**config.mk**
```make
export PLATFORM = sky130hd
export DESIGN_NAME = mutex_table_with_wait_queues_core
export DESIGN_NICKNAME = d
export VERILOG_FILES = /design/src/design/mtwq_pkg.sv /design/src/design/mtwq_ram.sv /design/src/design/mtwq_ctrl.sv /design/src/design/mtwq_datapath.sv /design/src/design/mutex_table_with_wait_queues_core.sv
export SDC_FILE = /design/constraint.sdc
export NUM_CORES = 2
export LEC_CHECK = 0
export BUFFER_PORTS_ARGS = -buffer_cell sky130_fd_sc_hd__buf_2
export CORE_MARGIN = 5
export CORE_UTILIZATION = 63
export DETAILED_ROUTE_END_ITERATION = 8
export PLACE_DENSITY_LB_ADDON = 0.15
export SLEW_MARGIN = 0
export SYNTH_ARGS = -nofsm -noshare
export SYNTH_HDL_FRONTEND = slang
export SYNTH_HIERARCHICAL = 1
export SYNTH_SLANG_ARGS = --single-unit
```
**constraint.sdc**
```tcl
create_clock -name clk -period 6.9 [get_ports clk]
set_input_delay 1.38 -clock clk [delete_from_list [all_inputs] [get_ports clk]]
set_output_delay 1.38 -clock clk [all_outputs]
set_load 0.02 [all_outputs]
```
**src/design/mtwq_pkg.sv**
```systemverilog
// Shared types, sizes and helper functions for the mutex table block.
// No dependencies; every other file but mtwq_ram imports this package.
`timescale 1ns / 1ps

package mtwq_pkg;

    // sizing
    localparam int NUM_MUTEXES = 16;
    localparam int WAIT_DEPTH  = 16;
    localparam int PID_BITS    = 8;

    // fixed field widths of the ports
    localparam int OP_W   = 2;
    localparam int ID_W   = 4;
    localparam int PID_W  = 8;
    localparam int ST_W   = 2;
    localparam int LCNT_W = 5;

    // derived widths
    localparam int MIDX_W  = $clog2(NUM_MUTEXES);
    localparam int FCNT_W  = $clog2(NUM_MUTEXES + 1);
    localparam int WHEAD_W = $clog2(WAIT_DEPTH);
    localparam int WCNT_W  = $clog2(WAIT_DEPTH + 1);
    localparam int HCNT_W  = $clog2(WAIT_DEPTH + 2);
    localparam int QDEPTH  = NUM_MUTEXES * WAIT_DEPTH;
    localparam int QADDR_W = $clog2(QDEPTH);

    typedef enum logic [OP_W-1:0] {
        OP_ALLOC   = 2'd0,
        OP_DESTROY = 2'd1,
        OP_LOCK    = 2'd2,
        OP_UNLOCK  = 2'd3
    } op_t;

    typedef enum logic [ST_W-1:0] {
        ST_DONE    = 2'd0,
        ST_BLOCKED = 2'd1,
        ST_ERROR   = 2'd2
    } st_t;

    // per-mutex bookkeeping
    typedef struct packed {
        logic                alloc;
        logic [HCNT_W-1:0]   hold;
        logic                owner_valid;
        logic [PID_BITS-1:0] owner_pid;
        logic [WHEAD_W-1:0]  whead;
        logic [WCNT_W-1:0]   wcnt;
    } mutex_entry_t;

    // controller to datapath
    typedef struct packed {
        logic load;   // item accepted this edge
        logic exec;   // execute cycle
    } ctrl_cmd_t;

    function automatic logic [MIDX_W-1:0] mutex_idx(input logic [ID_W-1:0] id);
        return MIDX_W'(id);
    endfunction

    // (head + count) mod WAIT_DEPTH, sum stays below twice the depth
    function automatic logic [WHEAD_W-1:0] wait_slot(input logic [WHEAD_W-1:0] head,
                                                     input logic [WCNT_W-1:0]  cnt);
        logic [WCNT_W:0] sum;
        sum = (WCNT_W + 1)'(head) + (WCNT_W + 1)'(cnt);
        if (sum >= (WCNT_W + 1)'(WAIT_DEPTH))
        begin
            sum = sum - (WCNT_W + 1)'(WAIT_DEPTH);
        end
        return WHEAD_W'(sum);
    endfunction

    function automatic logic [QADDR_W-1:0] queue_addr(input logic [MIDX_W-1:0]  idx,
                                                      input logic [WHEAD_W-1:0] slot);
        return QADDR_W'(QADDR_W'(idx) * QADDR_W'(WAIT_DEPTH) + QADDR_W'(slot));
    endfunction

    // (head + count) mod NUM_MUTEXES for the free id FIFO
    function automatic logic [MIDX_W-1:0] free_slot(input logic [MIDX_W-1:0] head,
                                                    input logic [FCNT_W-1:0] cnt);
        logic [FCNT_W:0] sum;
        sum = (FCNT_W + 1)'(head) + (FCNT_W + 1)'(cnt);
        if (sum >= (FCNT_W + 1)'(NUM_MUTEXES))
        begin
            sum = sum - (FCNT_W + 1)'(NUM_MUTEXES);
        end
        return MIDX_W'(sum);
    endfunction

endpackage

```
**src/design/mtwq_ram.sv**
```systemverilog
// Generic single-write, single-read RAM with registered read data.
// No dependencies.
`timescale 1ns / 1ps

module mtwq_ram #(
    parameter int WIDTH = 8,
    parameter int DEPTH = 256
) (
    input  logic                     clk,
    input  logic                     we,
    input  logic [$clog2(DEPTH)-1:0] waddr,
    input  logic [WIDTH-1:0]         wdata,
    input  logic                     re,
    input  logic [$clog2(DEPTH)-1:0] raddr,
    output logic [WIDTH-1:0]         rdata
);

    logic [WIDTH-1:0] mem [DEPTH];
    logic [WIDTH-1:0] rdata_reg;

    always_ff @(posedge clk)
    begin
        if (we)
        begin
            mem[waddr] <= wdata;
        end
        if (re)
        begin
            rdata_reg <= mem[raddr];
        end
    end

    assign rdata = rdata_reg;

endmodule

```
**src/design/mtwq_ctrl.sv**
```systemverilog
// Sequencer for the mutex table: accept, execute, result strobe.
// Depends on mtwq_pkg.
`timescale 1ns / 1ps

module mtwq_ctrl
    import mtwq_pkg::*;
(
    input  logic      clk,
    input  logic      rst_n,
    input  logic      start,
    output logic      busy,
    output logic      done,
    output ctrl_cmd_t cmd
);

    typedef enum logic {
        S_IDLE,
        S_EXEC
    } state_t;

    state_t state_reg, state_next;
    logic   busy_reg, busy_next;
    logic   done_reg, done_next;

    always_comb
    begin
        state_next = state_reg;
        busy_next  = 1'b0;
        done_next  = 1'b0;
        unique case (state_reg)
            S_IDLE:
            begin
                if (start)
                begin
                    state_next = S_EXEC;
                    busy_next  = 1'b1;
                end
            end
            S_EXEC:
            begin
                state_next = S_IDLE;
                done_next  = 1'b1;
            end
            default:
            begin
                state_next = S_IDLE;
            end
        endcase
    end

    always_ff @(posedge clk or negedge rst_n)
    begin
        if (!rst_n)
        begin
            state_reg <= S_IDLE;
            busy_reg  <= 1'b0;
            done_reg  <= 1'b0;
        end
        else
        begin
            state_reg <= state_next;
            busy_reg  <= busy_next;
            done_reg  <= done_next;
        end
    end

    assign busy     = busy_reg;
    assign done     = done_reg;
    assign cmd.load = start && !busy_reg;
    assign cmd.exec = busy_reg;

    // execute lasts exactly one cycle and is followed by the strobe
    a_exec_one_cycle: assert property (@(posedge clk) disable iff (!rst_n)
        busy_reg |=> (!busy_reg && done_reg))
        else $error("execute cycle not followed by result strobe");

    a_busy_matches_state: assert property (@(posedge clk) disable iff (!rst_n)
        busy_reg == (state_reg == S_EXEC))
        else $error("busy out of step with state");

endmodule

```
**src/design/mtwq_datapath.sv**
```systemverilog
// Mutex tables, free id FIFO, wait queue RAM and result registers.
// Depends on mtwq_pkg and mtwq_ram.
`timescale 1ns / 1ps

module mtwq_datapath
    import mtwq_pkg::*;
(
    input  logic              clk,
    input  logic              rst_n,
    input  ctrl_cmd_t         cmd,
    input  logic [OP_W-1:0]   opcode,
    input  logic [ID_W-1:0]   mutex_id,
    input  logic [PID_W-1:0]  caller_pid,
    output logic [ST_W-1:0]   status,
    output logic [ID_W-1:0]   result_id,
    output logic [LCNT_W-1:0] lock_count,
    output logic              wake_valid,
    output logic [PID_W-1:0]  wake_pid
);

    // captured item
    op_t                 op_reg;
    logic [ID_W-1:0]     id_reg;
    logic [PID_BITS-1:0] pid_reg;

    // state
    mutex_entry_t      tbl_reg [NUM_MUTEXES];
    logic [MIDX_W-1:0] fifo_reg [NUM_MUTEXES];
    logic [MIDX_W-1:0] fhead_reg, fhead_next;
    logic [FCNT_W-1:0] fcnt_reg, fcnt_next;

    // results
    st_t                 st_reg, st_next;
    logic [ID_W-1:0]     rid_reg, rid_next;
    logic [LCNT_W-1:0]   cnt_reg, cnt_next;
    logic                wv_reg, wv_next;
    logic [PID_BITS-1:0] wp_reg, wp_next;

    // execute-cycle signals
    logic [MIDX_W-1:0]   tidx;
    mutex_entry_t        ent;
    mutex_entry_t        ent_new;
    logic                ent_we;
    logic                fifo_we;
    logic [MIDX_W-1:0]   fifo_waddr;
    logic                id_ok;

    // wait queue RAM
    logic                q_we;
    logic [QADDR_W-1:0]  q_waddr;
    logic [QADDR_W-1:0]  q_raddr;
    logic [PID_BITS-1:0] q_rdata;

    // head entry of the target queue is fetched on accept
    assign q_raddr = queue_addr(mutex_idx(mutex_id), tbl_reg[mutex_idx(mutex_id)].whead);

    mtwq_ram #(
        .WIDTH (PID_BITS),
        .DEPTH (QDEPTH)
    ) u_wait_ram (
        .clk   (clk),
        .we    (q_we),
        .waddr (q_waddr),
        .wdata (pid_reg),
        .re    (cmd.load),
        .raddr (q_raddr),
        .rdata (q_rdata)
    );

    always_ff @(posedge clk)
    begin
        if (cmd.load)
        begin
            op_reg  <= op_t'(opcode);
            id_reg  <= mutex_id;
            pid_reg <= PID_BITS'(caller_pid);
        end
    end

    assign tidx  = (op_reg == OP_ALLOC) ? fifo_reg[fhead_reg] : mutex_idx(id_reg);
    assign ent   = tbl_reg[tidx];
    assign id_ok = (32'(id_reg) < 32'(NUM_MUTEXES)) && ent.alloc;

    always_comb
    begin
        st_next    = ST_DONE;
        rid_next   = id_reg;
        cnt_next   = '0;
        wv_next    = 1'b0;
        wp_next    = '0;
        ent_new    = ent;
        ent_we     = 1'b0;
        fifo_we    = 1'b0;
        fifo_waddr = free_slot(fhead_reg, fcnt_reg);
        fhead_next = fhead_reg;
        fcnt_next  = fcnt_reg;
        q_we       = 1'b0;
        q_waddr    = queue_addr(tidx, wait_slot(ent.whead, ent.wcnt));

        if (op_reg == OP_ALLOC)
        begin
            if (fcnt_reg == '0)
            begin
                st_next  = ST_ERROR;
                rid_next = '0;
            end
            else
            begin
                fhead_next    = (32'(fhead_reg) == NUM_MUTEXES - 1) ? '0
                                : MIDX_W'(fhead_reg + 1'b1);
                fcnt_next     = FCNT_W'(fcnt_reg - 1'b1);
                ent_new       = '0;
                ent_new.alloc = 1'b1;
                ent_we        = 1'b1;
                rid_next      = ID_W'(tidx);
            end
        end
        else if (!id_ok)
        begin
            st_next = ST_ERROR;
        end
        else
        begin
            unique case (op_reg)
                OP_DESTROY:
                begin
                    if (ent.hold != '0)
                    begin
                        st_next  = ST_ERROR;
                        cnt_next = LCNT_W'(ent.hold);
                    end
                    else
                    begin
                        if (32'(fcnt_reg) < NUM_MUTEXES)
                        begin
                            fifo_we   = 1'b1;
                            fcnt_next = FCNT_W'(fcnt_reg + 1'b1);
                        end
                        ent_new = '0;
                        ent_we  = 1'b1;
                    end
                end
                OP_LOCK:
                begin
                    if (ent.hold == '0)
                    begin
                        ent_new.owner_valid = 1'b1;
                        ent_new.owner_pid   = pid_reg;
                        ent_new.hold        = HCNT_W'(1);
                        ent_we              = 1'b1;
                        cnt_next            = LCNT_W'(1);
                    end
                    else if (32'(ent.wcnt) >= WAIT_DEPTH)
                    begin
                        st_next  = ST_ERROR;
                        cnt_next = LCNT_W'(ent.hold);
                    end
                    else
                    begin
                        q_we         = 1'b1;
                        ent_new.wcnt = WCNT_W'(ent.wcnt + 1'b1);
                        ent_new.hold = HCNT_W'(ent.hold + 1'b1);
                        ent_we       = 1'b1;
                        st_next      = ST_BLOCKED;
                        cnt_next     = LCNT_W'(ent_new.hold);
                    end
                end
                OP_UNLOCK:
                begin
                    if (ent.hold == '0)
                    begin
                        cnt_next = '0;
                    end
                    else if (!ent.owner_valid || ent.owner_pid != pid_reg)
                    begin
                        st_next  = ST_ERROR;
                        cnt_next = LCNT_W'(ent.hold);
                    end
                    else
                    begin
                        ent_new.hold = HCNT_W'(ent.hold - 1'b1);
                        ent_we       = 1'b1;
                        if (ent.wcnt != '0)
                        begin
                            ent_new.whead       = wait_slot(ent.whead, WCNT_W'(1));
                            ent_new.wcnt        = WCNT_W'(ent.wcnt - 1'b1);
                            ent_new.owner_pid   = q_rdata;
                            ent_new.owner_valid = 1'b1;
                            wv_next             = 1'b1;
                            wp_next             = q_rdata;
                        end
                        else
                        begin
                            ent_new.owner_valid = 1'b0;
                            ent_new.owner_pid   = '0;
                        end
                        cnt_next = LCNT_W'(ent_new.hold);
                    end
                end
                default:
                begin
                    st_next = ST_ERROR;
                end
            endcase
        end

        // only the execute cycle commits anything
        if (!cmd.exec)
        begin
            ent_we     = 1'b0;
            fifo_we    = 1'b0;
            q_we       = 1'b0;
            fhead_next = fhead_reg;
            fcnt_next  = fcnt_reg;
        end
    end

    always_ff @(posedge clk or negedge rst_n)
    begin
        if (!rst_n)
        begin
            for (int i = 0; i < NUM_MUTEXES; i++)
            begin
                tbl_reg[i]  <= '0;
                fifo_reg[i] <= MIDX_W'(i);
            end
            fhead_reg <= '0;
            fcnt_reg  <= FCNT_W'(NUM_MUTEXES);
            st_reg    <= ST_DONE;
            rid_reg   <= '0;
            cnt_reg   <= '0;
            wv_reg    <= 1'b0;
            wp_reg    <= '0;
        end
        else
        begin
            if (ent_we)
            begin
                tbl_reg[tidx] <= ent_new;
            end
            if (fifo_we)
            begin
                fifo_reg[fifo_waddr] <= tidx;
            end
            fhead_reg <= fhead_next;
            fcnt_reg  <= fcnt_next;
            if (cmd.exec)
            begin
                st_reg  <= st_next;
                rid_reg <= rid_next;
                cnt_reg <= cnt_next;
                wv_reg  <= wv_next;
                wp_reg  <= wp_next;
            end
        end
    end

    assign status     = st_reg;
    assign result_id  = rid_reg;
    assign lock_count = cnt_reg;
    assign wake_valid = wv_reg;
    assign wake_pid   = PID_W'(wp_reg);

    a_fcnt_range: assert property (@(posedge clk) disable iff (!rst_n)
        32'(fcnt_reg) <= NUM_MUTEXES)
        else $error("free id count above table size");

    a_wake_is_done: assert property (@(posedge clk) disable iff (!rst_n)
        wv_reg |-> (st_reg == ST_DONE))
        else $error("hand-over reported with non-done status");

    a_queue_write_exec: assert property (@(posedge clk) disable iff (!rst_n)
        q_we |-> (cmd.exec && op_reg == OP_LOCK))
        else $error("wait queue written outside a lock execute");

endmodule

```
**src/design/mutex_table_with_wait_queues_core.sv**
```systemverilog
// Top level of the hardware mutex unit with FIFO wait queues.
// Depends on mtwq_pkg, mtwq_ctrl, mtwq_datapath (which holds mtwq_ram).
`timescale 1ns / 1ps

// Each item passes an accept step and an execute step: the accept edge
// (start high, busy low) captures the command and fetches the head entry
// of the target mutex's wait queue from the queue RAM; the next cycle,
// with busy high, does the read-modify-write of that mutex's count, owner
// and queue pointers and registers the result. The result then sits on
// the result ports for one cycle with done high, and that same cycle
// already accepts the next item; no new item is taken while the last one
// executes, since its update waits on the registered read of the queue
// RAM. The receiver cannot stall: a result that is not taken in its done
// cycle is gone. Every item yields exactly one result. After reset the
// free id FIFO holds all ids in order and no mutex is allocated; the queue
// RAM needs no clearing because only pushed entries are ever popped.

module mutex_table_with_wait_queues_core
    import mtwq_pkg::*;
(
    input  logic              clk,
    input  logic              rst_n,
    // command side
    input  logic              start,
    output logic              busy,
    input  logic [OP_W-1:0]   opcode,
    input  logic [ID_W-1:0]   mutex_id,
    input  logic [PID_W-1:0]  caller_pid,
    // result side, one-cycle strobe
    output logic              done,
    output logic [ST_W-1:0]   status,
    output logic [ID_W-1:0]   result_id,
    output logic [LCNT_W-1:0] lock_count,
    output logic              wake_valid,
    output logic [PID_W-1:0]  wake_pid
);

    ctrl_cmd_t cmd;

    // sequencing: idle / execute, plus the result strobe
    mtwq_ctrl u_ctrl (
        .clk   (clk),
        .rst_n (rst_n),
        .start (start),
        .busy  (busy),
        .done  (done),
        .cmd   (cmd)
    );

    // tables, free id FIFO, queue RAM, result registers
    mtwq_datapath u_dp (
        .clk        (clk),
        .rst_n      (rst_n),
        .cmd        (cmd),
        .opcode     (opcode),
        .mutex_id   (mutex_id),
        .caller_pid (caller_pid),
        .status     (status),
        .result_id  (result_id),
        .lock_count (lock_count),
        .wake_valid (wake_valid),
        .wake_pid   (wake_pid)
    );

endmodule

```
==> metrics.cfg <==
[global_route]
grt_usage = 0.321
grt_max_degree = 215
antenna_found_initial = 5
grt_overflow = 0
grt_pass1_vias = 59700
grt_pass1_wl_mm = 412

[synth]
synth_simple_gate_area_share = 0.0462
synth_compound_area_frac = 0.0531
synth_edf_count = 2070
synth_top_family_by_area = multiplexers
syn_nets = 6071
async_reset_ff_frac = 0.188
synth_adder_area_share = 0.00266
synthMuxAreaShare = 0.169
ys_ff_latch = 2549
ys.warnings.count = 6
ys_types = 118
synth_xor_area_frac = 0.00256
synth_ff_type = edfxtp_1
synth_seq_area_share = 0.699
synth.cell_area_sq_um = 106000
syn_area_per_cell_sq_um = 17.6
synth_cells = 6034

[sta]
maxSlewHeadroom = 0.0941
finalClockSkew_ns = 0.0746
max_clock_freq_ghz = 0.149
fin_setup_tns_ns = 0
tightest_slew_ns = 1.35
rsz0062_at_grt = yes
setup_viol = 0
post-route-min-period_ns = 6.70
period_share = 0.972
finalMaxSlewViolations = 0
finalHoldViolations = 0

[outcome]
status = finished clean

[setup_path]
cp_max_fo = 42
cp-start-kind = register
r2r-start = u_dp/fhead_reg[0]
crit_required_ns = 7.44
endpoint_kind = register
critPathLaunch = u_dp/fhead_reg[0]
r2r_slack_ns = 0.20
arrival_ns = 7.24
worstSetupPathType = register to register

[floorplanning]
core_area_sq_um = 167000
initial_core_util = 0.634
fp-row-count = 150
die_x_um = 420
pin_count = 39
dieArea_sq_um = 177000
dieHeight_um = 420

[clocking]
cts-root-buf = clkbuf_16
clk_latency_ns = 0.93
cts_tree = done
cts_hold_buffers = 0
cts_buffer_depth = 4
cts_buffers = 276
cts-htree-levels = 5
cts.clk_slew.worst_paths_ns = 0.06
cts_sinks = 2549

[power]
pwr-share-comb = 0.201
leakagePower_nw = 40.2
power_mw = 39.0
net-switching-power_mw = 10.7
clkPwrFrac = 0.353
swShare = 0.276
sequentialPowerShare = 0.447
power_density_nw_per_um2 = 331
ir_drop_uv = 308
power.internal_mw = 28.2

[route]
drtPass1Iterations = 6
drc = 0
vias = 59800
vias_per_cell = 6.93
drt_iter0_drc = 7385
antenna_left = 0
drt-total-wl_mm = 281
wl_per_cell_um = 32.5

[placed_design]
dp_cells = 8167
io_buffers = 38
place_congestion = 0.933
dp_hpwl_mm = 174

[run]
max_cap_violations = 0

[cells_and_area]
synthToLayoutAreaGrowth_pct = 10.9
nets = 6278
largest_reg_flops = 2048
drive_gt1_frac = 0.238
fin_cells = 8636

[worst_hold_path]
hold_start = u_dp/tbl_reg[208]
hp-class = register to register

cells in the mapped netlist (all sizes together), types with 34 or more instances:
| cell type | n | area share |
|---|---|---|
| nand2 | 219 | 0.0078 |
| o21ai | 63 | 0.0030 |
| nor4 | 34 | 0.0024 |
| a31oi | 36 | 0.0023 |
| mux2 | 368 | 0.039 |
| a22oi | 144 | 0.010 |
| mux4 | 500 | 0.11 |
| mux2i | 252 | 0.024 |
| nand3 | 145 | 0.0082 |
| clkbuf | 174 | 0.0062 |
| buf | 250 | 0.018 |
| inv | 93 | 0.0033 |
| nor3 | 47 | 0.0024 |
| edfxtp | 2070 | 0.59 |
| a211oi | 59 | 0.0043 |
| a21oi | 177 | 0.0083 |
| o221ai | 50 | 0.0042 |
| dfrtp | 446 | 0.11 |
| nor2 | 398 | 0.015 |
stage by stage:
| step | area, sq um | hold WS, ns | setup WS, ns | util |
|---|---|---|---|---|
| 2_1_floorplan | 106000 | 0.449 | 0.879 | - |
| 3_3_place_gp | 109000 | 0.463 | -0.113 | 0.653 |
| 3_5_place_dp | 109000 | 0.469 | 0.217 | 0.653 |
| 4_1_cts | 118000 | 0.482 | 0.202 | 0.703 |
| 5_1_grt | 118000 | 0.496 | -0.000892 | 0.703 |
| 6_report | 118000 | 0.484 | 0.196 | 0.703 |
per-layer routing:
metal	GRT usage	part of all wire	vias up
li1	-	-	24500
met1	0.452	0.38	31000
met2	0.502	0.48	3587
met3	0.0689	0.10	648
met4	0.127	0.045	4
met5	0	0.000093	-
cell families (layout without fill, tap and decap cells):
kind of cell | after synthesis | after routing
flip-flops | 2549 | 2549
multiplexers | 1120 | 1120
AND/OR/NAND/NOR | 1014 | 1014
AO/OA/AOI/OAI | 781 | 781
buffers and inverters | 518 | 914
XOR/XNOR | 31 | 31
adder cells (fa/ha/maj) | 21 | 21
other | 0 | 2
layout by cell type, fill, tap and decap left out, types with 22 or more instances in the layout:
cell       netlist  routed
a21oi_1        177     177
nor2_2          15      22
nand4_1         27      27
nor2b_1         32      29
a31oi_1         35      35
clkinv_1         1      52
dfstp_2         33      33
a22oi_1        143     143
nor4_1          29      28
dfrtp_1        446     446
mux4_2         498     494
nand3_1        132     132
nor2_1         382     372
o22ai_1         30      30
o21ai_0         59      59
nor3_1          45      44
and3_1          33      29
mux2_2         187     187
a32oi_1         30      30
mux2i_1        251     251
nand2_1        218     218
buf_4           47     283
buf_2          105      36
inv_1           89      89
mux2_1         181     181
clkinv_2         0      40
a211oi_1        56      56
edfxtp_1      2070    2070
clkbuf_1       174      64
buf_12          10      32
clkbuf_16        0     283
o221ai_1        49      49
power by group through the flow:
stage / sequential, mW / clock [mW] / combinational (mW)
2_1_floorplan: 17.7 / 0 / 5.34
3_3_place_gp: 17.7 / 0 / 7.61
3_5_place_dp: 17.7 / 0 / 7.70
4_1_cts: 17.4 / 13.9 / 7.75
5_1_grt: 17.4 / 14.6 / 8.23
6_report: 17.4 / 13.7 / 7.82
path summary, 6_finish.rpt:
check	depth (start not counted)	end
setup / recovery	22	u_dp/u_wait_ram/mem[33][3]
hold / removal	1	u_dp/tbl_reg[208]
setup reg to reg	22	u_dp/u_wait_ram/mem[33][3]
hold reg to reg	1	u_dp/tbl_reg[208]
max in group asynchronous	2	u_dp/tbl_reg[243]
min in group asynchronous	1	u_ctrl/state_reg
what timing repair did:
item | CTS | global route
buffers inserted | 0 | 0
setup endpoints to repair | 0 | 183
gates resized for setup | 0 | 8
worst max-delay path, stage by stage, from the launching register on:
cell	delay, ns
dfrtp_1	0.41
buf_4	0.20
mux2i_1	0.13
mux4_2	0.53
nand2_2	0.13
nand3_4	0.11
inv_6	0.34
buf_4	0.40
buf_4	0.30
nand2_1	0.08
nand3_1	0.08
nand3_1	0.09
nand3_1	0.10
o21ai_0	0.20
inv_1	0.17
ha_1	0.18
inv_1	0.05
fa_1	0.65
inv_1	0.24
nor2b_1	0.52
nand3_1	0.30
buf_4	0.33
nor2_1	0.72
layout make-up:
cell class | instances | area (sq um)
antenna | 2 | 5.00
timing repair buffer | 353 | 2970
clock buffer | 351 | 7380
multi-input combinational | 2967 | 29100
fill | 10400 | 49700
inverter | 94 | 360
clock inverter | 116 | 901
tap | 2204 | 2760
sequential | 2549 | 74200
(Power assumes the default switching activity.)
